`config.mk`:
```
export PLATFORM = sky130hd
export DESIGN_NAME = sdt_ctrl
export DESIGN_NICKNAME = d
export VERILOG_FILES = /design/src/design/sdt_pkg.sv /design/src/design/sdt_ctrl.sv
export SDC_FILE = /design/constraint.sdc
export NUM_CORES = 1
export LEC_CHECK = 0
export BUFFER_PORTS_ARGS = -buffer_cell sky130_fd_sc_hd__buf_2
export CAP_MARGIN = 20
export CORE_MARGIN = 8
export CORE_UTILIZATION = 45
export CTS_BUF_LIST = sky130_fd_sc_hd__clkbuf_4
export DETAILED_ROUTE_END_ITERATION = 12
export MAX_ROUTING_LAYER = met4
export PLACE_DENSITY = 0.75
export SYNTH_ARGS = -nofsm -noshare
export SYNTH_HDL_FRONTEND = slang
export SYNTH_SLANG_ARGS = --single-unit
```
`constraint.sdc`:
```
create_clock -name clk -period 3.2 [get_ports clk]
set_input_delay 0.64 -clock clk [delete_from_list [all_inputs] [get_ports clk]]
set_output_delay 0.64 -clock clk [all_outputs]
set_load 0.05 [all_outputs]
```
`src/design/sdt_pkg.sv`:
```
// ----------------------------------------------------------------------------
// sdt_pkg
// Shared types and constants of the Sobel double-threshold edge classifier.
// ----------------------------------------------------------------------------
`default_nettype none

package sdt_pkg;

    localparam int MAX_WIDTH  = 1024;
    localparam int ADDR_W     = $clog2(MAX_WIDTH);
    localparam int COL_W      = 10;
    localparam int ROW_W      = 12;
    localparam int WIDTH_W    = 11;
    localparam int MAG_W      = 11;
    localparam int PIX_W      = 8;
    localparam int GRAD_W     = 11;
    localparam int SQ_W       = 20;
    localparam int RAD_W      = SQ_W + 1;
    localparam int ROOT_W     = RAD_W + 1;
    localparam int ROOT_STEPS = (RAD_W + 1) / 2;
    localparam int STEP_W     = $clog2(ROOT_STEPS + 1);
    localparam int CFG_IDX_W  = 2;
    localparam int CFG_DATA_W = 12;

    localparam logic [CFG_IDX_W-1:0] REG_LOW_THRESHOLD  = 2'd0;
    localparam logic [CFG_IDX_W-1:0] REG_HIGH_THRESHOLD = 2'd1;
    localparam logic [CFG_IDX_W-1:0] REG_IMAGE_WIDTH    = 2'd2;
    localparam logic [CFG_IDX_W-1:0] REG_IMAGE_HEIGHT   = 2'd3;

    localparam logic [MAG_W-1:0]   LOW_THRESHOLD_RST  = 11'd110;
    localparam logic [MAG_W-1:0]   HIGH_THRESHOLD_RST = 11'd170;
    localparam logic [WIDTH_W-1:0] IMAGE_WIDTH_RST    = 11'd1024;
    localparam logic [ROW_W-1:0]   IMAGE_HEIGHT_RST   = 12'd480;

    localparam logic [WIDTH_W-1:0] MIN_WIDTH   = 11'd3;
    localparam logic [WIDTH_W-1:0] MAX_WIDTH_V = 11'(MAX_WIDTH);
    localparam logic [ROW_W-1:0]   MIN_HEIGHT  = 12'd3;

    localparam int NUM_SLOTS = 4;
    localparam logic [1:0] SLOT_INNER  = 2'd0;
    localparam logic [1:0] SLOT_RIGHT  = 2'd1;
    localparam logic [1:0] SLOT_BOTTOM = 2'd2;
    localparam logic [1:0] SLOT_CORNER = 2'd3;

    localparam logic [1:0] CLASS_NONE   = 2'd0;
    localparam logic [1:0] CLASS_WEAK   = 2'd1;
    localparam logic [1:0] CLASS_STRONG = 2'd2;

    typedef enum logic [5:0] {
        S_IDLE   = 6'b000001,
        S_READ   = 6'b000010,
        S_GRAD   = 6'b000100,
        S_SQUARE = 6'b001000,
        S_LOAD   = 6'b010000,
        S_ROOT   = 6'b100000
    } state_t;

    typedef struct packed {
        logic       accept;
        logic       read;
        logic       grad;
        logic       square;
        logic       root_load;
        logic       root_step;
        logic       out_load;
        logic [1:0] out_sel;
    } cmd_t;

    typedef struct packed {
        logic [NUM_SLOTS-1:0] flags;
        logic                 root_last;
        logic                 out_free;
    } sts_t;

endpackage

`default_nettype wire

```
`src/design/sdt_ctrl.sv`:
```
// ----------------------------------------------------------------------------
// sdt_ctrl
// Controller: sequences one pixel through read, gradient, square, root and
// result emission.
// ----------------------------------------------------------------------------
`default_nettype none

module sdt_ctrl (
    input  wire logic            clk,
    input  wire logic            rst_n,
    input  wire logic            pixel_valid,
    output logic                 pixel_stall,
    input  wire sdt_pkg::sts_t   sts,
    output sdt_pkg::cmd_t        cmd
);

    typedef enum logic [1:0] {
        P_RUN  = 2'b01,
        P_EMIT = 2'b10
    } phase_t;

    sdt_pkg::state_t              state_reg, state_next;
    phase_t                       phase_reg, phase_next;
    logic [sdt_pkg::NUM_SLOTS-1:0] pend_reg, pend_next;
    logic [sdt_pkg::NUM_SLOTS-1:0] pend_after;
    logic [1:0]                   first_slot;

    always_comb
    begin
        priority if (pend_reg[sdt_pkg::SLOT_INNER])
            first_slot = sdt_pkg::SLOT_INNER;
        else if (pend_reg[sdt_pkg::SLOT_RIGHT])
            first_slot = sdt_pkg::SLOT_RIGHT;
        else if (pend_reg[sdt_pkg::SLOT_BOTTOM])
            first_slot = sdt_pkg::SLOT_BOTTOM;
        else
            first_slot = sdt_pkg::SLOT_CORNER;
        pend_after = pend_reg & ~(sdt_pkg::NUM_SLOTS'(1) << first_slot);
    end

    always_comb
    begin
        state_next = state_reg;
        phase_next = phase_reg;
        pend_next  = pend_reg;
        cmd        = '0;
        cmd.out_sel = first_slot;
        pixel_stall = 1'b1;

        unique case (state_reg)
            sdt_pkg::S_IDLE:
            begin
                if (phase_reg == P_EMIT)
                begin
                    if (pend_reg == '0)
                        phase_next = P_RUN;
                    else if (sts.out_free)
                    begin
                        cmd.out_load = 1'b1;
                        pend_next    = pend_after;
                        if (pend_after == '0)
                            phase_next = P_RUN;
                    end
                end
                else
                begin
                    pixel_stall = 1'b0;
                    if (pixel_valid)
                    begin
                        cmd.accept = 1'b1;
                        state_next = sdt_pkg::S_READ;
                    end
                end
            end
            sdt_pkg::S_READ:
            begin
                cmd.read   = 1'b1;
                state_next = sdt_pkg::S_GRAD;
            end
            sdt_pkg::S_GRAD:
            begin
                cmd.grad   = 1'b1;
                state_next = sdt_pkg::S_SQUARE;
            end
            sdt_pkg::S_SQUARE:
            begin
                cmd.square = 1'b1;
                state_next = sdt_pkg::S_LOAD;
            end
            sdt_pkg::S_LOAD:
            begin
                cmd.root_load = 1'b1;
                state_next    = sdt_pkg::S_ROOT;
            end
            sdt_pkg::S_ROOT:
            begin
                cmd.root_step = 1'b1;
                if (sts.root_last)
                begin
                    state_next = sdt_pkg::S_IDLE;
                    phase_next = P_EMIT;
                    pend_next  = sts.flags;
                end
            end
            default:
            begin
                state_next = sdt_pkg::S_IDLE;
                phase_next = P_RUN;
            end
        endcase
    end

    always_ff @(posedge clk or negedge rst_n)
    begin
        if (!rst_n)
        begin
            state_reg <= sdt_pkg::S_IDLE;
            phase_reg <= P_RUN;
            pend_reg  <= '0;
        end
        else
        begin
            state_reg <= state_next;
            phase_reg <= phase_next;
            pend_reg  <= pend_next;
        end
    end

endmodule

`default_nettype wire

```
==> impl_results.md, run 1 <==
- # resized after CTS: 0
- WL per Instance: 15.04 um
- Layout cell share with drive strength beyond 1: 31.31%
- Core area: 1689 um^2
- # DRC: 0
- Area Growth Syn to Fin: 11.01%
- Commonest cells in the netlist: dfrtp_1, nor2_1, nor4_1
- F_max: 371.7 MHz
- Critical path peak fanout: 9
- Post-synthesis sequential area ratio: 38.05%
- Pwr dens: 607.1 nW/um^2
- Most used DFF post-synth: dfrtp_1
- Initial Util: 47.11%
- Tot GR Track Use: 11.26%
- Diodes inserted: 0
- Comb power frac: 43.0%
- Final Non-Filler Cells: 116
- Fin crit period: 2.690 ns
- CTS Sinks: 12
- Async set-reset flop share out of synthesis: 100.0%
- Status: finished, final reports clean
- Final hold slack: 0.2296 ns
- Crit end category: output port
- Via count: 675
- Fin. Hold Viols: 0
- Sequential standard cell area: 302.8 um^2
- Slew headroom: 78.72%
- Clock transition at path regs: 0.08 ns
- Worst Tran Pin Value: 0.3193 ns
- Arr. time, crit path: 2.05 ns
- R2R Setup Slk: 1.39 ns
- Routability cong.: 0.7575
- Sequential share of power: 38.8%
- Synthesized instance count: 85
- Drt total wl: 1745 um
- Pint: 292.8 uW
- Yosys reg bits: 12
- Area contributors post-synth: dfrtp_1, dfstp_2, nor4_1
- Post-Syn Area: 795.8 um^2
- Max FFs per register: 6
- Footprint of the multi-input gates: 435.4 um^2
- Nets@finish: 109
- Die Span Y: 58.05 um
- Post-synth EDFFs: 0
- Switching Share: 45.40%
- First-pass GRT wire length: 2808 um
- Total of max-cap violations: 0
- Clock power frac: 18.2%
- Worst r2r src: state_reg[5]
- Synth area leader: dfrtp_1
- Switching power: 243.5 uW
- CP Launch Point: state_reg[5]
- Mapped Nets: 94
- Vias in the first global route: 634
- Io pins: 19
- Clock buffer depth: 2
- Die width: 58.05 um
- Largest net degree at the start of global routing: 13
- Final worst path period share: 84.06%
- Crit Path Class: flip-flop to output port
- Cell depth of the worst flop-to-flop path: 4
- Critical Path Sink: cmd[2]
- Detailed Routing Iterations Pass 1: 4
- Iter 0 DRT Violations: 24
- Worst min path class: primary input to asynchronous set/reset pin
- Worst Skew: 0.0004613 ns
- Slew Viols, Final: 0
- Grt ovf: 0
- Root Buffer: clkbuf_4
- Die area: 3370 um^2
- WP data required: 2.56 ns
- Pleak: 0.4334 nW
- Avg Inst Size Synth: 9.362 um^2
- CTS Buf Count: 3
- RSZ-0062 raised after global routing: no
- Port Buffers: 18
- Yosys warns: 0
- Endpoints failing setup: 0
- Worst skew pair latency: 0.27 ns
- Initial antenna violation count: 0
- Row cnt: 15
- Setup_tns: 0 ns
- Share of the synthesized area in the top cell type: 31.45%
- Detail Route Antenna Nets: 0
- Unique masters post-synth: 38
- Worst vdd ir: 0.3987 mV
- Postcts setup bufs: 0
- Util after Layout: 52.30%
- RR Endpoint: pend_reg[0]
- HPWL Detailed: 1331 um
- CTS H-tree depth: 1
- Fill cells: 169
- CTS tree: yes
- Count leader, synth: dfrtp_1
- Hold_buf cts: 0
- Placed instance count: 112
- Critical path launch point type: flip-flop
- Vias per cell: 5.819
## worst max-delay path: stages (launching register included)
cell and delay, ns:
dfrtp_1 0.47, or4_4 0.61, nor3_4 0.29, o21a_1 0.16
buf_2 0.25
## metal layers
layer / vias to the layer above / track usage (%) / routed length, um
met4: 0 / 4.196 / 16
met1: 320 / 12.79 / 812
met5: - / - / 0
met3: 2 / 5.298 / 96
li1: 337 / - / -
met2: 16 / 16.88 / 819
## through the flow
stage                     power, mW  area (um^2)  setup slack (ns)
final                        0.5363        883.3            0.5099
after global routing         0.5681        883.3            0.4113
after CTS                    0.5406        883.3            0.5087
after detailed placement     0.4404        857.1            0.8248
after global placement       0.4375        857.1            0.8592
after floorplan              0.4006        795.8            0.2665
## layout by cell type, fill, tap and decap left out, types with 2 or more instances in the layout
master,n
a21oi_1,3
a22o_1,3
and3_1,4
buf_2,18
clkbuf_4,3
dfrtp_1,10
dfstp_2,2
inv_1,2
nand2_1,3
nand2b_1,3
nor2_1,6
nor2b_1,4
nor3b_1,4
nor4_1,5
o21ai_0,2
o22ai_1,4
or2_2,2
xor2_1,2
## cell families after synthesis
kind of cell	after synthesis	synth area share (%)
AND/OR/NAND/NOR	40	32.70
flip-flops	12	38.05
XOR/XNOR	2	2.202
multiplexers	2	2.673
AO/OA/AOI/OAI	19	17.14
buffers and inverters	10	7.232
## power by group through the flow
stage	Sequential [mW]	Combinational (mW)	Clock, mW
2_1_floorplan	0.179	0.222	0
3_3_place_gp	0.208	0.230	0
3_5_place_dp	0.210	0.230	0
4_1_cts	0.207	0.233	0.101
5_1_grt	0.212	0.249	0.107
6_report	0.208	0.231	0.0977
## worst min path at each step
stage	end	slack, ns	depth (start not counted)	from
final	state_reg[3]	0.23	1	rst_n
after global routing	state_reg[4]	0.25	1	rst_n
after CTS	state_reg[4]	0.23	1	rst_n
after detailed placement	phase_reg[0]	0.48	1	phase_reg[0]
after global placement	phase_reg[0]	0.48	1	phase_reg[0]
after floorplan	pend_reg[0]	0.34	0	rst_n
## cell type report
| cell class | instances | area share (%) |
|---|---|---|
| multi-input cells | 63 | 49.29 |
| inverters | 2 | 0.8499 |
| flip-flops and latches | 12 | 34.28 |
| repair buffers | 18 | 10.20 |
| clock inverters | 1 | 0.4249 |
| clock buffers | 3 | 2.550 |
| well taps | 17 | 2.408 |
(Power assumes the default switching activity.)
==> inputs of run 2 (changes only) <==
--- a/config.mk
+++ b/config.mk
@@ -5,6 +5,7 @@
 export SDC_FILE = /design/constraint.sdc
 export NUM_CORES = 1
 export LEC_CHECK = 0
+export ABC_AREA = 1
 export BUFFER_PORTS_ARGS = -buffer_cell sky130_fd_sc_hd__buf_2
 export CAP_MARGIN = 20
 export CORE_MARGIN = 8
@@ -12,7 +13,7 @@
 export CTS_BUF_LIST = sky130_fd_sc_hd__clkbuf_4
 export DETAILED_ROUTE_END_ITERATION = 12
 export MAX_ROUTING_LAYER = met4
-export PLACE_DENSITY = 0.75
+export PLACE_DENSITY = 0.78
 export SYNTH_ARGS = -nofsm -noshare
 export SYNTH_HDL_FRONTEND = slang
 export SYNTH_SLANG_ARGS = --single-unit
==> constraint.sdc (replaced) <==
create_clock -name clk -period 2.33 [get_ports clk]
set_input_delay 0.466 -clock clk [delete_from_list [all_inputs] [get_ports clk]]
set_output_delay 0.466 -clock clk [all_outputs]
set_load 0.05 [all_outputs]
==> impl_results.md, run 2 <==
- # DRC: 0 (unchanged)
- Most common cell after layout, fill and taps aside: nand2_1 (was buf_2)
- Fill cells: 154 (was 169)
- Worst min path class: primary input to asynchronous set/reset pin (unchanged)
- Io pins: 19 (unchanged)
- HPWL Detailed: 1364 um (was 1331 um)
- Max FFs per register: 6 (unchanged)
- Yosys warns: 0 (unchanged)
- Worst Skew: 0.003176 ns (was 0.0004613 ns)
- Synth area leader: dfrtp_1 (unchanged)
- Die width: 57.32 um (was 58.05 um)
- Via count: 727 (was 675)
- Setup_tns: 0 ns (unchanged)
- Grt ovf: 0 (unchanged)
- Vias in the first global route: 779 (was 634)
- Row cnt: 15 (unchanged)
- Worst r2r src: state_reg[0] (was state_reg[5])
- Area Growth Syn to Fin: 17.43% (was 11.01%)
- First-pass GRT wire length: 3160 um (was 2808 um)
- Switching Share: 48.95% (was 45.40%)
- Pwr dens: 971.1 nW/um^2 (was 607.1 nW/um^2)
- Post-synth EDFFs: 0 (unchanged)
- Fin crit period: 2.141 ns
- CTS tree: yes (unchanged)
- Met3 wire len: 97 um (was 96 um)
- Footprint of the multi-input gates: 389.1 um^2 (was 435.4 um^2)
- Slack of the critical path: 0.1892 ns (was 0.5099 ns)
- Most used DFF post-synth: dfrtp_1 (unchanged)
- Async set-reset flop share out of synthesis: 100.0% (unchanged)
- Status: finished, final reports clean (unchanged)
- Fin. Hold Viols: 0 (unchanged)
- F_max: 467.1 MHz
- Unique masters post-synth: 19 (was 38)
- Slew Viols, Final: 0 (unchanged)
- R2R Setup Slk: 0.92 ns (was 1.39 ns)
- Total of max-cap violations: 0 (unchanged)
- Avg Inst Size Synth: 7.387 um^2 (was 9.362 um^2)
- Endpoints failing setup: 0 (unchanged)
- Initial antenna violation count: 0 (unchanged)
- Post-Place Setup Slack: 0.4804 ns (was 0.8248 ns)
- Switching power: 428.8 uW (was 243.5 uW)
- Iter 0 DRT Violations: 7 (was 24)
- Arr. time, crit path: 1.67 ns (was 2.05 ns)
- Worst skew pair latency: 0.28 ns (was 0.27 ns)
- Detailed Routing Iterations Pass 1: 4 (unchanged)
- Commonest cells in the netlist: nand2_1, inv_1, nor2_1, dfrtp_1, nand3_1 (was dfrtp_1, nor2_1, nor4_1)
- Crit end category: output port (unchanged)
- Post-Syn Area: 768.2 um^2 (was 795.8 um^2)
- WP data required: 1.86 ns (was 2.56 ns)
- Postcts setup bufs: 0 (unchanged)
- Clock transition at path regs: 0.08 ns (about the same)
- Pleak: 0.5762 nW (was 0.4334 nW)
- CTS H-tree depth: 1 (unchanged)
- Count leader, synth: nand2_1 (was dfrtp_1)
- Sequential share of power: 32.7% (was 38.8%)
- CTS Buf Count: 3 (unchanged)
- Drt total wl: 1740 um (was 1745 um)
- Die area: 3286 um^2 (was 3370 um^2)
- Critical path launch point type: flip-flop (unchanged)
- # resized after CTS: 0 (unchanged)
- RR Endpoint: pend_reg[1] (was pend_reg[0])
- Cell depth of the worst flop-to-flop path: 9 (was 4)
- Critical path peak fanout: 5 (was 9)
- Total power: 876.0 uW (was 536.3 uW)
- Clock power frac: 17.3% (was 18.2%)
- Comb power frac: 50.1% (was 43.0%)
- Root Buffer: clkbuf_4 (unchanged)
- Pint: 447.2 uW (was 292.8 uW)
- Hold_buf cts: 0 (unchanged)
- Diodes inserted: 0 (unchanged)
- Met1 wire length: 718 um (was 812 um)
- Final worst path period share: 91.88%
- Nets@finish: 135 (was 109)
- Worst vdd ir: 0.3290 mV (was 0.3987 mV)
- RSZ-0062 raised after global routing: no (unchanged)
- Detail Route Antenna Nets: 0 (unchanged)
- CTS Sinks: 12 (unchanged)
- Post-synthesis sequential area ratio: 39.41% (was 38.05%)
- Initial Util: 45.99% (was 47.11%)
- Yosys reg bits: 12 (unchanged)
- Die Span Y: 57.32 um (was 58.05 um)
- Crit Path Class: flip-flop to output port (unchanged)
- Clock buffer depth: 2 (unchanged)
- Placed cell areas: 872.1 um^2 (was 857.1 um^2)
- Core area: 1670 um^2 (was 1689 um^2)
- Largest net degree at the start of global routing: 13 (unchanged)
- Worst Tran Pin Value: 0.2742 ns (was 0.3193 ns)
- Met2 wire len: 889 um (was 819 um)
- Area contributors post-synth: dfrtp_1, nand2_1, dfstp_2 (was dfrtp_1, dfstp_2, nor4_1)
- Port Buffers: 18 (unchanged)
- Layout cell share with drive strength beyond 1: 34.40% (was 31.31%)
- WL per Instance: 12.25 um (was 15.04 um)
- Synthesized instance count: 104 (was 85)
- Slew headroom: 81.72% (was 78.72%)
- Routability cong.: 0.8172 (was 0.7575)
- Share of the synthesized area in the top cell type: 32.57% (was 31.45%)
- Cell area after layout: 902.1 um^2 (was 883.3 um^2)
- Vias per cell: 5.120 (was 5.819)
- Most frequent cells in the layout: nand2_1, buf_2, inv_1 (was buf_2, dfrtp_1, nor2_1)
- Final hold slack: 0.04843 ns (was 0.2296 ns)
- Mapped Nets: 113 (was 94)
- Tot GR Track Use: 12.41% (was 11.26%)
- Sequential standard cell area: 302.8 um^2 (unchanged)
- Top Layer Used: met4 (unchanged)
run 2: cell count changes in the layout (fill, tap and decap cells not counted), sizes merged, moves of 5 or more:
cell   change
inv       +15
nor2      +14
nor4       -5
nand2     +30
nand3     +12
run 2: stage by stage:
| step | std cells | utilization (%) |
|---|---|---|
| 2_1_floorplan | 104 | - |
| 3_3_place_gp | 138 | 52.21 |
| 3_5_place_dp | 138 | 52.21 |
| 4_1_cts | 142 | 54.01 |
| 5_1_grt | 142 | 54.01 |
| 6_report | 142 | 54.01 |
run 2: worst max-delay path by stage:
stage | from | slack (ns) | endpoint
after CTS | state_reg[0] | 0.16 | cmd[2]
after global routing | state_reg[0] | 0.04 | cmd[2]
after detailed placement | state_reg[0] | 0.48 | cmd[2]
after global placement | state_reg[0] | 0.52 | cmd[2]
after floorplan | pend_reg[1] | 0.11 | cmd[2]
final | state_reg[0] | 0.19 | cmd[2]
run 2: cell families after synthesis:
group / share of synthesized area [%]
and+or+nand+nor: 48.37
buffers and inverters: 9.934
DFF: 39.41
AOI/OAI and AO/OA: 2.281
run 2: layout make-up:
type / instances / area share, %
inverter: 18 / 7.628
tap: 17 / 2.358
clock buffer: 4 / 3.329
timing repair buffer: 18 / 9.986
multi-input combinational: 73 / 43.13
sequential: 12 / 33.56
run 2: worst max-delay path, stage by stage (launching register included):
cell,delay [ns]
dfstp_2,0.56
inv_2,0.04
nor2_2,0.14
nand3_4,0.12
nor2_4,0.14
nand2_4,0.07
nor2_1,0.08
buf_2,0.26
run 2: routing by layer:
layer / global-route usage (%) / up-vias
met5: - / -
met4: 7.143 / 0
met3: 3.139 / 3
met2: 20.93 / 21
met1: 12.83 / 344
li1: - / 359
run 2: power by group through the flow:
stage               clock [mW]  combinational [mW]  sequential [mW]
floorplan                    0               0.354            0.287
global placement             0               0.428            0.289
detailed placement           0               0.443            0.291
CTS                      0.157               0.445            0.286
global route             0.165               0.485            0.292
finish                   0.151               0.439            0.286
